**config.mk**
```make
export PLATFORM = sky130hd
export DESIGN_NAME = pixel_id_mode_finder
export DESIGN_NICKNAME = d
export VERILOG_FILES = /design/src/hw/rtl/pimf_pkg.sv /design/src/hw/rtl/pimf_table_ram.sv /design/src/hw/rtl/pimf_best.sv /design/src/hw/rtl/pixel_id_mode_finder.sv
export SDC_FILE = /design/constraint.sdc
export NUM_CORES = 1
export LEC_CHECK = 0
export ABC_CLOCK_PERIOD_IN_PS = 7500
export BUFFER_PORTS_ARGS = -buffer_cell sky130_fd_sc_hd__buf_2
export CAP_MARGIN = 20
export CORE_MARGIN = 3
export CORE_UTILIZATION = 46
export DETAILED_ROUTE_END_ITERATION = 12
export HOLD_SLACK_MARGIN = 0.03
export SYNTH_ARGS = -nofsm -noshare
export SYNTH_HDL_FRONTEND = slang
export SYNTH_HIERARCHICAL = 1
export SYNTH_SLANG_ARGS = --single-unit
```
**constraint.sdc**
```tcl
create_clock -name aclk -period 7.5 [get_ports aclk]
set_clock_uncertainty 0.15 [all_clocks]
set_input_delay 1.125 -clock aclk [delete_from_list [all_inputs] [get_ports aclk]]
set_output_delay 1.125 -clock aclk [all_outputs]
set_load 0.005 [all_outputs]
```
**src/hw/rtl/pimf_pkg.sv**
```systemverilog
// Shared types and constants for the pixel ID mode finder.
package pimf_pkg;

    localparam int TABLE_ENTRIES = 16;
    localparam int KEY_W         = 32;
    localparam int COUNT_W       = 7;
    localparam int IDX_W         = (TABLE_ENTRIES > 1) ? $clog2(TABLE_ENTRIES) : 1;
    localparam int FILL_W        = $clog2(TABLE_ENTRIES + 1);

    localparam logic [COUNT_W-1:0] COUNT_LIMIT = {COUNT_W{1'b1}};

    typedef struct packed {
        logic [7:0] alpha;
        logic [7:0] blue;
        logic [7:0] green;
        logic [7:0] red;
        logic       last_pixel;
    } pimf_in_t;

    typedef struct packed {
        logic               found;
        logic [KEY_W-1:0]   winner_key;
        logic [COUNT_W-1:0] winner_count;
        logic               table_overflow;
    } pimf_out_t;

    typedef struct packed {
        logic [KEY_W-1:0]   key;
        logic [COUNT_W-1:0] count;
    } pimf_entry_t;

    // Update request from the scan controller to the best tracker.
    typedef struct packed {
        logic               en;
        logic               ovf;
        logic               clr;
        logic [KEY_W-1:0]   key;
        logic [COUNT_W-1:0] count;
    } pimf_upd_t;

endpackage

```
**src/hw/rtl/pimf_table_ram.sv**
```systemverilog
// Single-port-write, single-port-read table memory with registered read data.
module pimf_table_ram #(
    parameter int DEPTH = 16,
    parameter int WIDTH = 39
) (
    input  logic                                     aclk,
    input  logic                                     we,
    input  logic [((DEPTH > 1) ? $clog2(DEPTH) : 1)-1:0] waddr,
    input  logic [WIDTH-1:0]                         wdata,
    input  logic                                     re,
    input  logic [((DEPTH > 1) ? $clog2(DEPTH) : 1)-1:0] raddr,
    output logic [WIDTH-1:0]                         rdata
);

    logic [WIDTH-1:0] mem [DEPTH];

    always_ff @(posedge aclk) begin
        if (we) begin
            mem[waddr] <= wdata;
        end
    end

    always_ff @(posedge aclk) begin
        if (re) begin
            rdata <= mem[raddr];
        end
    end

endmodule

```
**src/hw/rtl/pimf_best.sv**
```systemverilog
// Tracks the most frequent key of the frame and the overflow flag.
module pimf_best (
    input  logic                             aclk,
    input  logic                             aresetn,
    input  pimf_pkg::pimf_upd_t              upd,
    output logic [pimf_pkg::KEY_W-1:0]       best_key,
    output logic [pimf_pkg::COUNT_W-1:0]     best_count,
    output logic                             overflow
);

    logic [pimf_pkg::KEY_W-1:0]   key_reg,   key_next;
    logic [pimf_pkg::COUNT_W-1:0] count_reg, count_next;
    logic                         ovf_reg,   ovf_next;
    logic                         take;

    // Higher count wins; among equal counts the smaller key.
    assign take = upd.en && ((upd.count > count_reg) ||
                             ((upd.count == count_reg) && (upd.key < key_reg)));

    always_comb begin
        key_next   = key_reg;
        count_next = count_reg;
        ovf_next   = ovf_reg;
        if (upd.clr) begin
            key_next   = '0;
            count_next = '0;
            ovf_next   = 1'b0;
        end else begin
            if (take) begin
                key_next   = upd.key;
                count_next = upd.count;
            end
            if (upd.ovf) begin
                ovf_next = 1'b1;
            end
        end
    end

    always_ff @(posedge aclk) begin
        if (!aresetn) begin
            key_reg   <= '0;
            count_reg <= '0;
            ovf_reg   <= 1'b0;
        end else begin
            key_reg   <= key_next;
            count_reg <= count_next;
            ovf_reg   <= ovf_next;
        end
    end

    assign best_key   = key_reg;
    assign best_count = count_reg;
    assign overflow   = ovf_reg;

endmodule

```
**src/hw/rtl/pixel_id_mode_finder.sv**
```systemverilog
// Top level of the pixel ID mode finder: table scan controller and result register.
//
// Each accepted pixel forms a 32-bit key from its RGBA bytes; pixels with red, green and
// blue all zero are background and are skipped. Any other pixel is searched against the
// filled entries of a 16-entry key/count table held in a synchronous memory, one entry
// per cycle through its single read port, stopping early on a match. A new key goes into
// the next free entry; a new key arriving on a full table is dropped and flags overflow.
// On a transaction with last_pixel set, one result (found, winner key, winner count,
// overflow) is loaded into the output register once the pixel is handled, and the table
// and tracker are cleared at once; the input stalls until that result register is free
// again. Counts saturate at 127. Valid entries always form a prefix of the table, so a
// fill count replaces per-entry valid bits and no clearing pass is needed after reset.
module pixel_id_mode_finder (
    input  logic                aclk,
    input  logic                aresetn,
    input  logic                s_valid,
    output logic                s_ready,
    input  pimf_pkg::pimf_in_t  s_data,
    output logic                m_valid,
    input  logic                m_ready,
    output pimf_pkg::pimf_out_t m_data
);

    typedef enum logic [1:0] {
        ST_IDLE,
        ST_SCAN,
        ST_EMIT
    } state_t;

    state_t                              state_reg,   state_next;
    logic [pimf_pkg::KEY_W-1:0]          key_reg,     key_next;
    logic                                last_reg,    last_next;
    logic [pimf_pkg::FILL_W-1:0]         fill_reg,    fill_next;
    logic [pimf_pkg::FILL_W-1:0]         issue_reg,   issue_next;
    logic                                rd_vld_reg,  rd_vld_next;
    logic [pimf_pkg::IDX_W-1:0]          rd_idx_reg,  rd_idx_next;
    logic                                m_valid_reg, m_valid_next;
    pimf_pkg::pimf_out_t                 m_data_reg,  m_data_next;

    logic                                ram_we;
    logic [pimf_pkg::IDX_W-1:0]          ram_waddr;
    pimf_pkg::pimf_entry_t               wr_entry;
    logic                                ram_re;
    logic [pimf_pkg::IDX_W-1:0]          ram_raddr;
    logic [$bits(pimf_pkg::pimf_entry_t)-1:0] ram_rdata;
    pimf_pkg::pimf_entry_t               rd_entry;

    pimf_pkg::pimf_upd_t                 upd;
    logic [pimf_pkg::KEY_W-1:0]          best_key;
    logic [pimf_pkg::COUNT_W-1:0]        best_count;
    logic                                best_ovf;

    logic                                s_fire;
    logic                                background;
    logic                                hit;
    logic                                more;
    logic                                out_free;

    assign rd_entry   = ram_rdata;
    assign s_ready    = (state_reg == ST_IDLE);
    assign s_fire     = s_valid && s_ready;
    assign background = (s_data.red | s_data.green | s_data.blue) == 8'd0;
    assign hit        = rd_vld_reg && (rd_entry.key == key_reg);
    assign more       = issue_reg < fill_reg;
    assign out_free   = !m_valid_reg || m_ready;

    always_comb begin
        state_next   = state_reg;
        key_next     = key_reg;
        last_next    = last_reg;
        fill_next    = fill_reg;
        issue_next   = issue_reg;
        rd_vld_next  = 1'b0;
        rd_idx_next  = rd_idx_reg;
        m_valid_next = m_valid_reg && !m_ready;
        m_data_next  = m_data_reg;
        ram_we       = 1'b0;
        ram_waddr    = rd_idx_reg;
        wr_entry     = '0;
        ram_re       = 1'b0;
        ram_raddr    = issue_reg[pimf_pkg::IDX_W-1:0];
        upd          = '0;

        unique case (state_reg)
            ST_IDLE: begin
                if (s_fire) begin
                    key_next   = {s_data.alpha, s_data.blue, s_data.green, s_data.red};
                    last_next  = s_data.last_pixel;
                    issue_next = '0;
                    if (background) begin
                        state_next = s_data.last_pixel ? ST_EMIT : ST_IDLE;
                    end else begin
                        state_next = ST_SCAN;
                    end
                end
            end
            ST_SCAN: begin
                if (hit) begin
                    // Bump the matching entry, saturate at the count limit.
                    ram_we         = 1'b1;
                    ram_waddr      = rd_idx_reg;
                    wr_entry.key   = key_reg;
                    wr_entry.count = (rd_entry.count == pimf_pkg::COUNT_LIMIT) ?
                                     rd_entry.count : rd_entry.count + 1'b1;
                    upd.en         = 1'b1;
                    upd.key        = key_reg;
                    upd.count      = wr_entry.count;
                    state_next     = last_reg ? ST_EMIT : ST_IDLE;
                end else if (more) begin
                    ram_re      = 1'b1;
                    rd_vld_next = 1'b1;
                    rd_idx_next = issue_reg[pimf_pkg::IDX_W-1:0];
                    issue_next  = issue_reg + pimf_pkg::FILL_W'(1);
                end else begin
                    // All filled entries checked: insert or drop.
                    if (fill_reg == pimf_pkg::FILL_W'(pimf_pkg::TABLE_ENTRIES)) begin
                        upd.ovf = 1'b1;
                    end else begin
                        ram_we         = 1'b1;
                        ram_waddr      = fill_reg[pimf_pkg::IDX_W-1:0];
                        wr_entry.key   = key_reg;
                        wr_entry.count = pimf_pkg::COUNT_W'(1);
                        upd.en         = 1'b1;
                        upd.key        = key_reg;
                        upd.count      = pimf_pkg::COUNT_W'(1);
                        fill_next      = fill_reg + pimf_pkg::FILL_W'(1);
                    end
                    state_next = last_reg ? ST_EMIT : ST_IDLE;
                end
            end
            ST_EMIT: begin
                // Hold until the result register is free, then load it and clear the frame.
                if (out_free) begin
                    m_valid_next                = 1'b1;
                    m_data_next.found           = (best_count != '0);
                    m_data_next.winner_key      = (best_count != '0) ? best_key : '0;
                    m_data_next.winner_count    = best_count;
                    m_data_next.table_overflow  = best_ovf;
                    upd.clr                     = 1'b1;
                    fill_next                   = '0;
                    state_next                  = ST_IDLE;
                end
            end
            default: begin
                state_next = ST_IDLE;
            end
        endcase
    end

    always_ff @(posedge aclk) begin
        if (!aresetn) begin
            state_reg   <= ST_IDLE;
            fill_reg    <= '0;
            rd_vld_reg  <= 1'b0;
            m_valid_reg <= 1'b0;
        end else begin
            state_reg   <= state_next;
            fill_reg    <= fill_next;
            rd_vld_reg  <= rd_vld_next;
            m_valid_reg <= m_valid_next;
        end
        key_reg    <= key_next;
        last_reg   <= last_next;
        issue_reg  <= issue_next;
        rd_idx_reg <= rd_idx_next;
        m_data_reg <= m_data_next;
    end

    pimf_table_ram #(
        .DEPTH (pimf_pkg::TABLE_ENTRIES),
        .WIDTH ($bits(pimf_pkg::pimf_entry_t))
    ) u_table (
        .aclk  (aclk),
        .we    (ram_we),
        .waddr (ram_waddr),
        .wdata (wr_entry),
        .re    (ram_re),
        .raddr (ram_raddr),
        .rdata (ram_rdata)
    );

    pimf_best u_best (
        .aclk       (aclk),
        .aresetn    (aresetn),
        .upd        (upd),
        .best_key   (best_key),
        .best_count (best_count),
        .overflow   (best_ovf)
    );

    assign m_valid = m_valid_reg;
    assign m_data  = m_data_reg;

endmodule

```
==> results_dict.tcl <==
set metrics [dict create \
    fin_crit_sh_pct 78.1 \
    synth.most_common_cell "edfxtp_1" \
    dp.cells 2597 \
    fp-row-count 95 \
    status "complete, no violations" \
    muxShareOfSynthArea_pct 12.4 \
    path_clk_slew_ns 0.06 \
    drt_pass1_iterations 5 \
    initial_utilization_pct 46.6 \
    max_freq_mhz 171 \
    core_um2 67400 \
    ys_seq_area_share_pct 74.4 \
    r2r_slack_ns 1.64 \
    synth_warnings 6 \
    ant_nets 0 \
    dpl.hpwl_mm 45.9 \
    synth_enable_flop_cells 746 \
    cts.repair.resized 0 \
    tritoncts "done" \
    cap_viol_max_count 0 \
    hold_depth 0 \
    cp_slowest_cell "and2_1" \
    wl_per_cell_um 28.7 \
    hold_end "m_data[0]$_DFFE_PP_" \
    drt_iter0_markers 1738 \
    netlist_instances 1662 \
    synthTopCellsByCount "edfxtp_1 (746), mux4_2 (156), nand2_1 (142), a22oi_1 (79), and2_1 (66)" \
    die_y_um 267 \
    reg2regPathDepth 15 \
    largest_register_ffs 624 \
    cts_hold_buf 0 \
    hold_start "u_best/overflow$_SDFFE_PP0P_" \
    vias_per_cell 5.98 \
    crit_buf_inv 2 \
    ys_ff_latch 795 \
    numPortBuffers 79 \
    cp_max_fo 24 \
    synthTopCellsByArea "edfxtp_1 (71%), mux4_2 (11%), dfxtp_1 (3.1%), a22oi_1 (1.9%), ha_1 (1.8%)" \
    drv_slew 0 \
    numCtsBuffers 80 \
    yosys.area_share.xor_xnor_pct 1.00 \
    ys_types 58 \
    drive_gt1_share_pct 24.0 \
    syn_avg_cell_area_um2 18.9 \
    p_leak_nw 12.0 \
    post_cts_buffers 0 \
    syn_nets 1745 \
    synth_fa_ha_area_share_pct 1.83 \
    routed_wl_mm 78.9 \
    grt_max_degree 122 \
    htreeDepth 3 \
    syn_area_um2 31400 \
    yosysTopAreaCellShare_pct 71.3 \
    rsz0062_at_grt "false" \
    die_w_um 267 \
    r2r_end "u_best/best_key[8]$_SDFFE_PP0P_" \
    total_power_mw 9.82 \
    hold_viol 0 \
    slew_headroom_pct 26.4 \
    overflow 0 \
    cts_max_path_buffers 3 \
    synth_compound_area_share_pct 3.48 \
    power.density_nw_per_um2 275 \
    crit_chain "ha_1 -> nor2_1 -> o31ai_2 -> nand3_1 -> o21ai_4 -> buf_4 -> and2_1 -> ha_1 -> a21oi_1 -> o21ai_0 -> a22oi_1 -> o2111ai_1 -> a21oi_4 -> buf_4 -> mux2i_1" \
    r2r-start "issue_reg[2]$_SDFFCE_PN0P_" \
    ys.flop_type "edfxtp_1" \
    critPathArrivalTime_ns 6.24 \
    synth.largest_area_cell "edfxtp_1" \
    hp-class "reg2reg" \
    areaGrowthSynthToFinish_pct 13.6 \
    ir_worst_vdd_v 0.000180 \
    place_congestion 0.827 \
    final_net_count 1892 \
    io_pins 80 \
    setup_viol 0 \
    cts.sinks 795 \
    vias 16400 \
    fp.dieArea_um2 71500 \
    track_usage_pct 22.5 \
    worst-setup-path-type "reg2reg" \
    cp_top_family "compound AO/OA/AOI/OAI gates" \
    instances_no_fill 2745 \
    critPathMaxStageDelay_ns 0.68 \
    synth_top_family_by_area "multiplexers" \
    drc_errors 0 \
    antenna_found_initial 2 \
    setup_tns_ns 0 \
    fill_cells 5226 \
    grt_pass1_wl_mm 115 \
    first_global_vias 16600 \
    fin_crit_ns 5.86 \
    root_buffer "clkbuf_16" \
    worstMarginPinSlew_ns 1.10 \
    synth-simple-area-share_pct 4.92 \
    final_util_pct 53.0 \
    required_ns 7.88 \
    clock_latency_ns 0.62 \
    synthArstFlopShare_pct 0 \
    start_kind "flop" \
    design_area_um2 35700 \
    placed_area_um2 33100 \
    end_kind "flop" \
]
## area by class of cell
cell class | instances | area, um^2 | share of cell area [%]
inverters | 48 | 180 | 0.505
clock inverters | 41 | 359 | 1.01
flip-flops and latches | 795 | 23400 | 65.5
well taps | 873 | 1090 | 3.06
diodes | 1 | 2.50 | 0.00701
repair buffers | 138 | 881 | 2.47
clock buffers | 103 | 2190 | 6.14
multi-input cells | 746 | 7610 | 21.3
## layer usage
layer  up-vias  share of wire [%]  GRT usage, %
li1       6911                  -             -
met3       108                7.8          4.36
met4         0                2.2          6.68
met5         -                  0             0
met2       697                 48          35.5
met1      8692                 42          32.2
## report_power, final
group	switching (mW)	internal [mW]
clock network	1.64	2.27
registers	0.0360	4.96
logic	0.571	0.346
## through the flow
stage,setup WS (ns),hold WS [ns]
global placement,1.68,0.265
global route,1.36,0.321
CTS,1.37,0.302
finish,1.64,0.302
detailed placement,1.41,0.271
floorplan,1.95,0.259
## logic make-up (layout without fill, tap and decap cells)
group / count (synthesis) / in the layout
other: 0 / 1
muxes: 195 / 195
AOI/OAI and AO/OA: 150 / 150
buffers and inverters: 121 / 330
adders and majority gates: 46 / 46
DFF: 795 / 795
and+or+nand+nor: 319 / 319
xor gates and xnor gates: 36 / 36
## layout by cell type (no fill, tap or decap), types with 3 or more instances in the layout
| cell type | count |
|---|---|
| edfxtp_1 | 746 |
| mux4_2 | 156 |
| nand2_1 | 142 |
| clkbuf_16 | 84 |
| buf_2 | 80 |
| a22oi_1 | 79 |
| and2_1 | 64 |
| buf_4 | 54 |
| dfxtp_1 | 49 |
| inv_1 | 48 |
| ha_1 | 46 |
| mux2i_1 | 39 |
| xnor2_1 | 30 |
| nor2_1 | 24 |
| a21oi_1 | 23 |
| nand3_1 | 17 |
| clkinv_2 | 17 |
| clkbuf_1 | 17 |
| nor2_4 | 14 |
| o21ai_0 | 12 |
| clkinv_1 | 12 |
| nand2b_1 | 10 |
| nand4_1 | 9 |
| nor4_1 | 8 |
| xor2_1 | 6 |
| bufinv_16 | 6 |
| a211oi_1 | 5 |
| nor3_1 | 4 |
| and3_1 | 4 |
| nor3_2 | 4 |
| nor2b_1 | 3 |
| a221oi_1 | 3 |
| inv_6 | 3 |
| clkinvlp_4 | 3 |
| nor2b_4 | 3 |
## worst max-delay path by stage
| stage | to | startpoint | cells past startpoint |
|---|---|---|---|
| 2_1_floorplan | u_table/mem[0][0]$_DFFE_PP_ | issue_reg[1]$_SDFFCE_PN0P_ | 8 |
| 3_3_place_gp | u_best/best_key[8]$_SDFFE_PP0P_ | key_reg[24]$_DFFE_PP_ | 15 |
| 3_5_place_dp | u_best/best_key[20]$_SDFFE_PP0P_ | key_reg[24]$_DFFE_PP_ | 15 |
| 4_1_cts | u_best/best_key[8]$_SDFFE_PP0P_ | key_reg[24]$_DFFE_PP_ | 15 |
| 5_1_grt | u_best/best_key[8]$_SDFFE_PP0P_ | key_reg[24]$_DFFE_PP_ | 15 |
| 6_report | u_best/best_key[8]$_SDFFE_PP0P_ | issue_reg[2]$_SDFFCE_PN0P_ | 15 |
(Power assumes the default switching activity.)
